**src/sv/lwrb_pkg.sv**
```systemverilog
`default_nettype none
// ----------------------------------------------------------------------------
// lwrb_pkg
// Shared types and constants of the locked watchdog register block.
// ----------------------------------------------------------------------------
package lwrb_pkg;

   localparam int DEFAULT_SECONDS = 10;
   localparam int FRACTION_BITS   = 8;
   localparam int CNT_W           = 8 + FRACTION_BITS;

   localparam logic [CNT_W-1:0] DEFAULT_COUNT = CNT_W'(DEFAULT_SECONDS) << FRACTION_BITS;

   // Control register bit positions.
   localparam int BIT_EN0  = 0;
   localparam int BIT_EN1  = 1;
   localparam int BIT_LOCK = 2;
   localparam int BIT_OE0  = 6;
   localparam int BIT_OE1  = 7;

   localparam logic [7:0] KICK_BYTE = 8'h6b;

   typedef enum logic [2:0] {
      FUNC_READ  = 3'd0,
      FUNC_WRITE = 3'd1,
      FUNC_TICK  = 3'd2,
      FUNC_STOP  = 3'd3,
      FUNC_SOFT  = 3'd4
   } func_type;

   typedef enum logic [1:0] {
      REG_CONTROL = 2'd0,
      REG_TIMEOUT = 2'd1,
      REG_SERVICE = 2'd2,
      REG_COUNT   = 2'd3
   } reg_type;

   typedef enum logic {
      CSR_ENABLE_AT_RESET       = 1'b0,
      CSR_FAILSAFE_OFF_AT_RESET = 1'b1
   } csr_index_type;

   typedef struct packed {
      logic [2:0] func;
      logic [1:0] reg_offset;
      logic [7:0] write_byte;
      logic       force_reset;
   } req_item_type;

   typedef struct packed {
      logic [7:0] read_byte;
      logic       pin_driven;
      logic       pin_level;
      logic       reset_request;
      logic       reset_keeps_failsafe;
      logic       failsafe_release;
   } rsp_item_type;

   typedef struct packed {
      logic enable_at_reset;
      logic failsafe_off_at_reset;
   } cfg_type;

endpackage
`default_nettype wire

```
**src/sv/lwrb_core.sv**
```systemverilog
`default_nettype none
// ----------------------------------------------------------------------------
// lwrb_core
// Watchdog state registers and the combinational update for one item.
// ----------------------------------------------------------------------------
module lwrb_core (
   input  wire logic                  clock,
   input  wire logic                  reset,
   input  wire logic                  accept,
   input  wire lwrb_pkg::req_item_type item,
   input  wire lwrb_pkg::cfg_type      cfg,
   output lwrb_pkg::rsp_item_type      result
);
   import lwrb_pkg::*;

   logic [7:0]       control_ff, control_in;
   logic [CNT_W-1:0] reload_ff, reload_in;
   logic [CNT_W-1:0] count_ff, count_in;
   logic             running_ff, running_in;
   logic             pin_on_ff, pin_on_in;
   logic             idle_high_ff, idle_high_in;

   logic [7:0] soft_control;
   logic       was_enabled;
   logic       edge_on;
   logic [7:0] rd;
   logic       req, keep, release_flag;

   always_comb begin
      soft_control = 8'h00;
      soft_control[BIT_OE0] = 1'b1;
      soft_control[BIT_EN0] = cfg.enable_at_reset;
      soft_control[BIT_EN1] = !cfg.failsafe_off_at_reset;
   end

   assign was_enabled = control_ff[BIT_EN0] | control_ff[BIT_EN1];
   assign edge_on = !was_enabled && (item.write_byte[BIT_EN0] | item.write_byte[BIT_EN1]);

   always_comb begin
      control_in   = control_ff;
      reload_in    = reload_ff;
      count_in     = count_ff;
      running_in   = running_ff;
      pin_on_in    = pin_on_ff;
      idle_high_in = idle_high_ff;
      rd           = 8'h00;
      req          = 1'b0;
      keep         = 1'b0;
      release_flag = 1'b0;
      unique case (item.func)
         FUNC_READ: begin
            unique case (item.reg_offset)
               REG_CONTROL: rd = control_ff;
               REG_TIMEOUT: rd = reload_ff[FRACTION_BITS +: 8];
               REG_COUNT:   rd = count_ff[FRACTION_BITS +: 8];
               default:     rd = 8'h00;
            endcase
         end
         FUNC_WRITE: begin
            unique case (item.reg_offset)
               REG_CONTROL: begin
                  if (!control_ff[BIT_LOCK]) begin
                     control_in   = item.write_byte;
                     running_in   = item.write_byte[BIT_EN0] | item.write_byte[BIT_EN1];
                     idle_high_in = !running_in;
                     pin_on_in    = item.write_byte[BIT_OE1];
                     release_flag = !item.write_byte[BIT_EN1];
                     if (edge_on) begin
                        count_in = reload_ff;
                     end
                  end
               end
               REG_TIMEOUT: reload_in = CNT_W'(item.write_byte) << FRACTION_BITS;
               REG_SERVICE: begin
                  if (item.write_byte == KICK_BYTE && running_ff) begin
                     count_in = reload_ff;
                  end
               end
               default: ;
            endcase
         end
         FUNC_TICK: begin
            if (running_ff) begin
               if (count_ff == '0) begin
                  running_in = 1'b0;
                  req        = control_ff[BIT_OE0];
                  keep       = control_ff[BIT_OE0] & control_ff[BIT_EN1];
               end else begin
                  count_in = count_ff - CNT_W'(1);
               end
            end
         end
         FUNC_STOP: begin
            if (!control_ff[BIT_EN1]) begin
               running_in   = 1'b0;
               idle_high_in = 1'b1;
               pin_on_in    = 1'b0;
            end
         end
         FUNC_SOFT: begin
            if (item.force_reset || !control_ff[BIT_EN1]) begin
               control_in   = soft_control;
               reload_in    = DEFAULT_COUNT;
               count_in     = DEFAULT_COUNT;
               running_in   = soft_control[BIT_EN0] | soft_control[BIT_EN1];
               idle_high_in = !running_in;
               pin_on_in    = soft_control[BIT_OE1];
               release_flag = !soft_control[BIT_EN1];
            end
         end
         default: ;
      endcase
   end

   always_ff @(posedge clock) begin
      if (reset) begin
         control_ff   <= 8'h42;
         reload_ff    <= DEFAULT_COUNT;
         count_ff     <= DEFAULT_COUNT;
         running_ff   <= 1'b1;
         pin_on_ff    <= 1'b0;
         idle_high_ff <= 1'b0;
      end else if (accept) begin
         control_ff   <= control_in;
         reload_ff    <= reload_in;
         count_ff     <= count_in;
         running_ff   <= running_in;
         pin_on_ff    <= pin_on_in;
         idle_high_ff <= idle_high_in;
      end
   end

   // The status outputs report the state as it stands after this item.
   always_comb begin
      result.read_byte            = rd;
      result.pin_driven           = pin_on_in;
      result.pin_level            = running_in | idle_high_in;
      result.reset_request        = req;
      result.reset_keeps_failsafe = keep;
      result.failsafe_release     = release_flag;
   end

   a_expiry_stops: assert property (@(posedge clock) disable iff (reset)
      accept && item.func == FUNC_TICK && running_ff && count_ff == '0 |=> !running_ff)
      else $error("counter kept running after expiry");

   a_lock_holds: assert property (@(posedge clock) disable iff (reset)
      accept && item.func == FUNC_WRITE && item.reg_offset == REG_CONTROL
      && control_ff[BIT_LOCK] |=> $stable(control_ff))
      else $error("locked control register changed");

   a_kick_reloads: assert property (@(posedge clock) disable iff (reset)
      accept && item.func == FUNC_WRITE && item.reg_offset == REG_SERVICE
      && item.write_byte == KICK_BYTE && running_ff |=> count_ff == $past(reload_ff))
      else $error("kick did not reload the counter");

endmodule
`default_nettype wire

```
**src/sv/locked_watchdog_register_block_unit.sv**
```systemverilog
`default_nettype none
// ----------------------------------------------------------------------------
// locked_watchdog_register_block_unit
// Byte-register watchdog with magic kick, lock bit and failsafe mode.
// ----------------------------------------------------------------------------
// Every request beat is processed in the cycle it is accepted, so one beat
// per clock is sustained while rsp_tready is high; its response beat is held
// in a two-entry output register, which keeps req_tready high for one more
// beat while rsp_tready is low. Configuration writes are always ready and
// take effect at the next soft reset.
module locked_watchdog_register_block_unit (
   input  wire logic        clock,
   input  wire logic        reset,
   input  wire logic        req_tvalid,
   output logic             req_tready,
   // func[2:0], reg_offset[4:3], write_byte[12:5], force_reset[13], zero[15:14]
   input  wire logic [15:0] req_tdata,
   output logic             rsp_tvalid,
   input  wire logic        rsp_tready,
   // read_byte[7:0], pin_driven[8], pin_level[9], reset_request[10],
   // reset_keeps_failsafe[11], failsafe_release[12], zero[15:13]
   output logic [15:0]      rsp_tdata,
   input  wire logic        csr_valid,
   output logic             csr_ready,
   input  wire logic        csr_index,
   input  wire logic [7:0]  csr_data
);
   import lwrb_pkg::*;

   cfg_type      cfg_ff;
   req_item_type item;
   rsp_item_type result;
   logic         accept, take;
   logic [15:0]  out_ff, skid_ff, result_word;
   logic         out_valid_ff, skid_valid_ff;
   logic         out_valid_in, skid_valid_in;

   assign csr_ready = 1'b1;

   always_ff @(posedge clock) begin
      if (reset) begin
         cfg_ff <= '0;
      end else if (csr_valid) begin
         unique case (csr_index_type'(csr_index))
            CSR_ENABLE_AT_RESET:       cfg_ff.enable_at_reset       <= csr_data[0];
            CSR_FAILSAFE_OFF_AT_RESET: cfg_ff.failsafe_off_at_reset <= csr_data[0];
            default: ;
         endcase
      end
   end

   assign item.func        = req_tdata[2:0];
   assign item.reg_offset  = req_tdata[4:3];
   assign item.write_byte  = req_tdata[12:5];
   assign item.force_reset = req_tdata[13];

   assign req_tready = !skid_valid_ff;
   assign accept     = req_tvalid && req_tready;
   assign take       = out_valid_ff && rsp_tready;

   lwrb_core u_core (
      .clock  (clock),
      .reset  (reset),
      .accept (accept),
      .item   (item),
      .cfg    (cfg_ff),
      .result (result)
   );

   assign result_word = {3'b000, result.failsafe_release, result.reset_keeps_failsafe,
                         result.reset_request, result.pin_level, result.pin_driven,
                         result.read_byte};

   // A beat still waiting in the output register sends the new one to the skid.
   assign out_valid_in  = (out_valid_ff && !take) || skid_valid_ff || accept;
   assign skid_valid_in = (skid_valid_ff || (accept && out_valid_ff)) && !take;

   always_ff @(posedge clock) begin
      if (reset) begin
         out_valid_ff  <= 1'b0;
         skid_valid_ff <= 1'b0;
      end else begin
         out_valid_ff  <= out_valid_in;
         skid_valid_ff <= skid_valid_in;
      end
   end

   always_ff @(posedge clock) begin
      if (take && skid_valid_ff) begin
         out_ff <= skid_ff;
      end else if (accept && !(out_valid_ff && !take)) begin
         out_ff <= result_word;
      end
      if (accept && out_valid_ff && !take) begin
         skid_ff <= result_word;
      end
   end

   assign rsp_tvalid = out_valid_ff;
   assign rsp_tdata  = out_ff;

endmodule
`default_nettype wire
```
**config.mk**
```make
export PLATFORM = sky130hd
export DESIGN_NAME = locked_watchdog_register_block_unit
export DESIGN_NICKNAME = d
export VERILOG_FILES = /design/src/sv/lwrb_pkg.sv /design/src/sv/lwrb_core.sv /design/src/sv/locked_watchdog_register_block_unit.sv
export SDC_FILE = /design/constraint.sdc
export NUM_CORES = 1
export LEC_CHECK = 0
export BUFFER_PORTS_ARGS = -buffer_cell sky130_fd_sc_hd__clkbuf_2
export CAP_MARGIN = 15
export CORE_AREA = 2 2 87 89
export DETAILED_ROUTE_END_ITERATION = 8
export DIE_AREA = 0 0 89 91
export PLACE_DENSITY_LB_ADDON = 0.25
export RECOVER_POWER = 50
export SLEW_MARGIN = 10
export SYNTH_ARGS = -nofsm -noshare
export SYNTH_HDL_FRONTEND = slang
export SYNTH_HIERARCHICAL = 1
export SYNTH_SLANG_ARGS = --single-unit
```
**constraint.sdc**
```tcl
create_clock -name clock -period 3.29 [get_ports clock]
set_input_delay 0.4935 -clock clock [delete_from_list [all_inputs] [get_ports clock]]
set_output_delay 0.4935 -clock clock [all_outputs]
set_load 0.02 [all_outputs]
```
==> results.yml <==
final_layout:
  multi_input_area_um2: 1750
  diodes: 0
  regArea_um2: 1560
  drive_gt1_share_pct: 12.6
  final.fill_count: 716
  final_net_count: 448
  syn2layout_area_growth_pct: 7.77
  post-route-util_pct: 53.5
run:
  maxCapViolations: 2
sta:
  setup_violations: 0
  period_share_pct: 76.1
  report.final.slew_viol_count: 49
  fin_ws_ns: 0.788
  finalHoldViolCount: 0
  clock_skew_ns: 0.00825
  rsz0062_at_grt: "false"
  tightest_slew_ns: 1.68
  fmax_mhz: 400
  slew_headroom_pct: -12.2
  timing.final.crit_period_ns: 2.50
  finalSetupTns_ns: 0
global_route:
  grt_max_degree: 35
  track_usage_pct: 21.7
  grt_overflow: 0
  grt_pass1_vias: 2711
  antenna_found_initial: 0
  grt_pass1_wl_um: 13600
clock_tree:
  cts_tree: "yes"
  clk_pin_slew_ns: 0.07
  cts-htree-levels: 3
  clk_latency_ns: 0.35
  cts.sinks: 65
  holdBufCountCts: 0
  post_cts_buffers: 0
  cts_buffers: 9
  cts_root_buf: "clkbuf_8"
  post_cts_resize_count: 0
  clock_path_buffers: 2
floorplan:
  num_io_pins: 49
  die_w_um: 89
  coreArea_um2: 7140
  start_util_pct: 49.6
  fp.dieArea_um2: 8100
  fp.dieH_um: 91
  rows: 31
power:
  switching_share_pct: 27.7
  vdd_drop_max_mv: 0.254
  pwr-share-seq_pct: 53.6
  intPower_mw: 1.20
  fin_total_pwr_mw: 1.66
  combPwrFrac_pct: 13.2
  p_leak_nw: 1.40
  power.switching_mw: 0.461
  power_density_nw_per_um2: 436
  clkPwrFrac_pct: 33.2
critical_path:
  reg2reg_slack_ns: 0.90
  cp-start-kind: "input pin"
  cp_cell_sequence: "clkbuf_1 > nor2b_1 > nand4b_1 > o31ai_1 > nand3_2 > buf_4 > or3_1 > a21oi_1"
  required_ns: 3.54
  end_kind: "flip-flop"
  critical_path.max_fanout: 21
  cp.arrival_ns: 2.76
  critPathMaxStageDelay_ns: 0.41
  crit_type: "input pin to flip-flop"
  cp_slowest_cell: "nand3_2"
placement:
  dp_slack_ns: 0.573
  gp_congestion: 0.867
  place_hpwl_um: 5850
  portBuffers: 35
synthesis:
  synth_ff_type: "dfxtp_1"
  synth_commonest_cells: "nor2_1 (54), a21oi_1 (44), dfxtp_1 (39), edfxtp_1 (26), nand2_1 (24)"
  yosysSeqAreaShare_pct: 44.1
  ys.warnings.count: 6
  synth_area_per_cell_um2: 9.02
  yosysTopAreaCellShare_pct: 22.0
  syn-instance-count: 393
  yosys_register_bits: 65
  synth_edf_count: 26
  synth.most_common_cell: "nor2_1"
  synthTopCellsByArea: "dfxtp_1 (22%), edfxtp_1 (22%), a21oi_1 (6.2%)"
  synth_largest_area_cell: "dfxtp_1"
  syn_area_um2: 3540
  synth.distinct_cells: 59
  ys_async_sr_fraction_pct: 0
min_path:
  min_path_type: "input pin to flip-flop"
route:
  via_per_inst: 5.62
  dr.pass1.iters: 4
  vias: 2928
  wl_per_cell_um: 15.9
  drt-initial-drc-count: 239
  wl_um: 8280
  postRouteAntennaNets: 0
  drc: 0
status:
  status: "complete, but fails checks"
  violations: "capacitance limit, slew limit"
registers in the layout, summed over array words and instances (netlist names):
name                 cells
cfg_ff                   2
rsp_tdata               13
skid_valid_ff            1
u_core/idle_high_ff      1
u_core/count_ff         16
u_core/control_ff        8
skid_ff                 13
u_core/reload_ff         8
rsp_tvalid               1
u_core/pin_on_ff         1
u_core/running_ff        1
path summary, 6_finish.rpt:
kind                              startpoint                         endpoint  depth (start not counted)
max                             req_tdata[3]  u_core/count_ff[0]$_SDFFE_PP0P_                          8
min                               rsp_tready         skid_valid_ff$_SDFF_PP0_                          2
max reg2reg  u_core/count_ff[0]$_SDFFE_PP0P_           rsp_tdata[9]$_DFFE_PP_                          8
min reg2reg  u_core/count_ff[7]$_SDFFE_PP0P_  u_core/count_ff[7]$_SDFFE_PP0P_                          2
metrics by stage:
| stage | instances | hold WS [ns] | cell area [um2] |
|---|---|---|---|
| final | 521 | 0.385 | 3820 |
| after floorplan | 395 | 0.445 | 3550 |
| after CTS | 521 | 0.374 | 3870 |
| after detailed placement | 505 | 0.468 | 3720 |
| after global routing | 521 | 0.380 | 3820 |
| after global placement | 505 | 0.459 | 3720 |
final cells by class:
cell class | count | area share [%]
repair buffers | 40 | 4.91
flip-flops and latches | 65 | 40.9
clock buffers | 10 | 3.34
well taps | 99 | 3.24
multi-input cells | 289 | 45.8
clock inverters | 6 | 0.655
inverters | 12 | 1.18
logic make-up (layout without fill, tap and decap cells):
family / count (synthesis) / after routing / synth area share [%]
AND/OR/NAND/NOR: 157 / 157 / 22.8
AO/OA/AOI/OAI: 99 / 99 / 17.0
flip-flops: 65 / 65 / 44.1
buffers and inverters: 41 / 68 / 6.18
multiplexers: 25 / 25 / 8.58
XOR/XNOR: 3 / 3 / 0.742
other: 2 / 4 / 0.212
adder cells (fa/ha/maj): 1 / 1 / 0.353
critical path, delay by kind of cell:
family / cells / cell delay, ns
AO/OA/AOI/OAI: 2 / 0.51
buffers and inverters: 2 / 0.63
AND/OR/NAND/NOR: 4 / 1.12
layout by cell type (no fill, tap or decap), types with 3 or more instances in the layout:
master    instances
clkbuf_8          9
mux2_4            4
mux2_1            6
clkbuf_2         18
o21ai_0           7
nor2_1           54
or3_1             6
or2_2             5
o211ai_1          3
clkinv_1          4
clkbuf_1         19
a21oi_1          44
dfxtp_1          39
or4_1             4
nor3_1           14
a211oi_1          3
nor4_1            4
inv_1            12
o31ai_1           3
conb_1            4
nand3_1          11
mux2i_1          12
a22oi_1           5
buf_4             4
o22ai_1           3
mux2_2            3
nand2b_1         11
a31oi_1           4
nor3b_1           3
o21ai_1          13
edfxtp_1         26
nand2_1          24
power by group through the flow:
stage               logic, mW  registers, mW  clock network (mW)
finish                  0.219          0.892               0.552
global route            0.244          0.896               0.604
CTS                     0.224          0.892               0.571
detailed placement      0.223          0.910                   0
global placement        0.221          0.908                   0
floorplan               0.148          0.922                   0
metal layers:
| metal | vias up | GRT usage (%) | wire, um |
|---|---|---|---|
| li1 | 1462 | - | - |
| met1 | 1376 | 31.0 | 3910 |
| met2 | 80 | 31.3 | 3780 |
| met3 | 10 | 5.09 | 431 |
| met4 | 0 | 9.08 | 157 |
| met5 | - | 0 | 0 |
(Power assumes the default switching activity.)
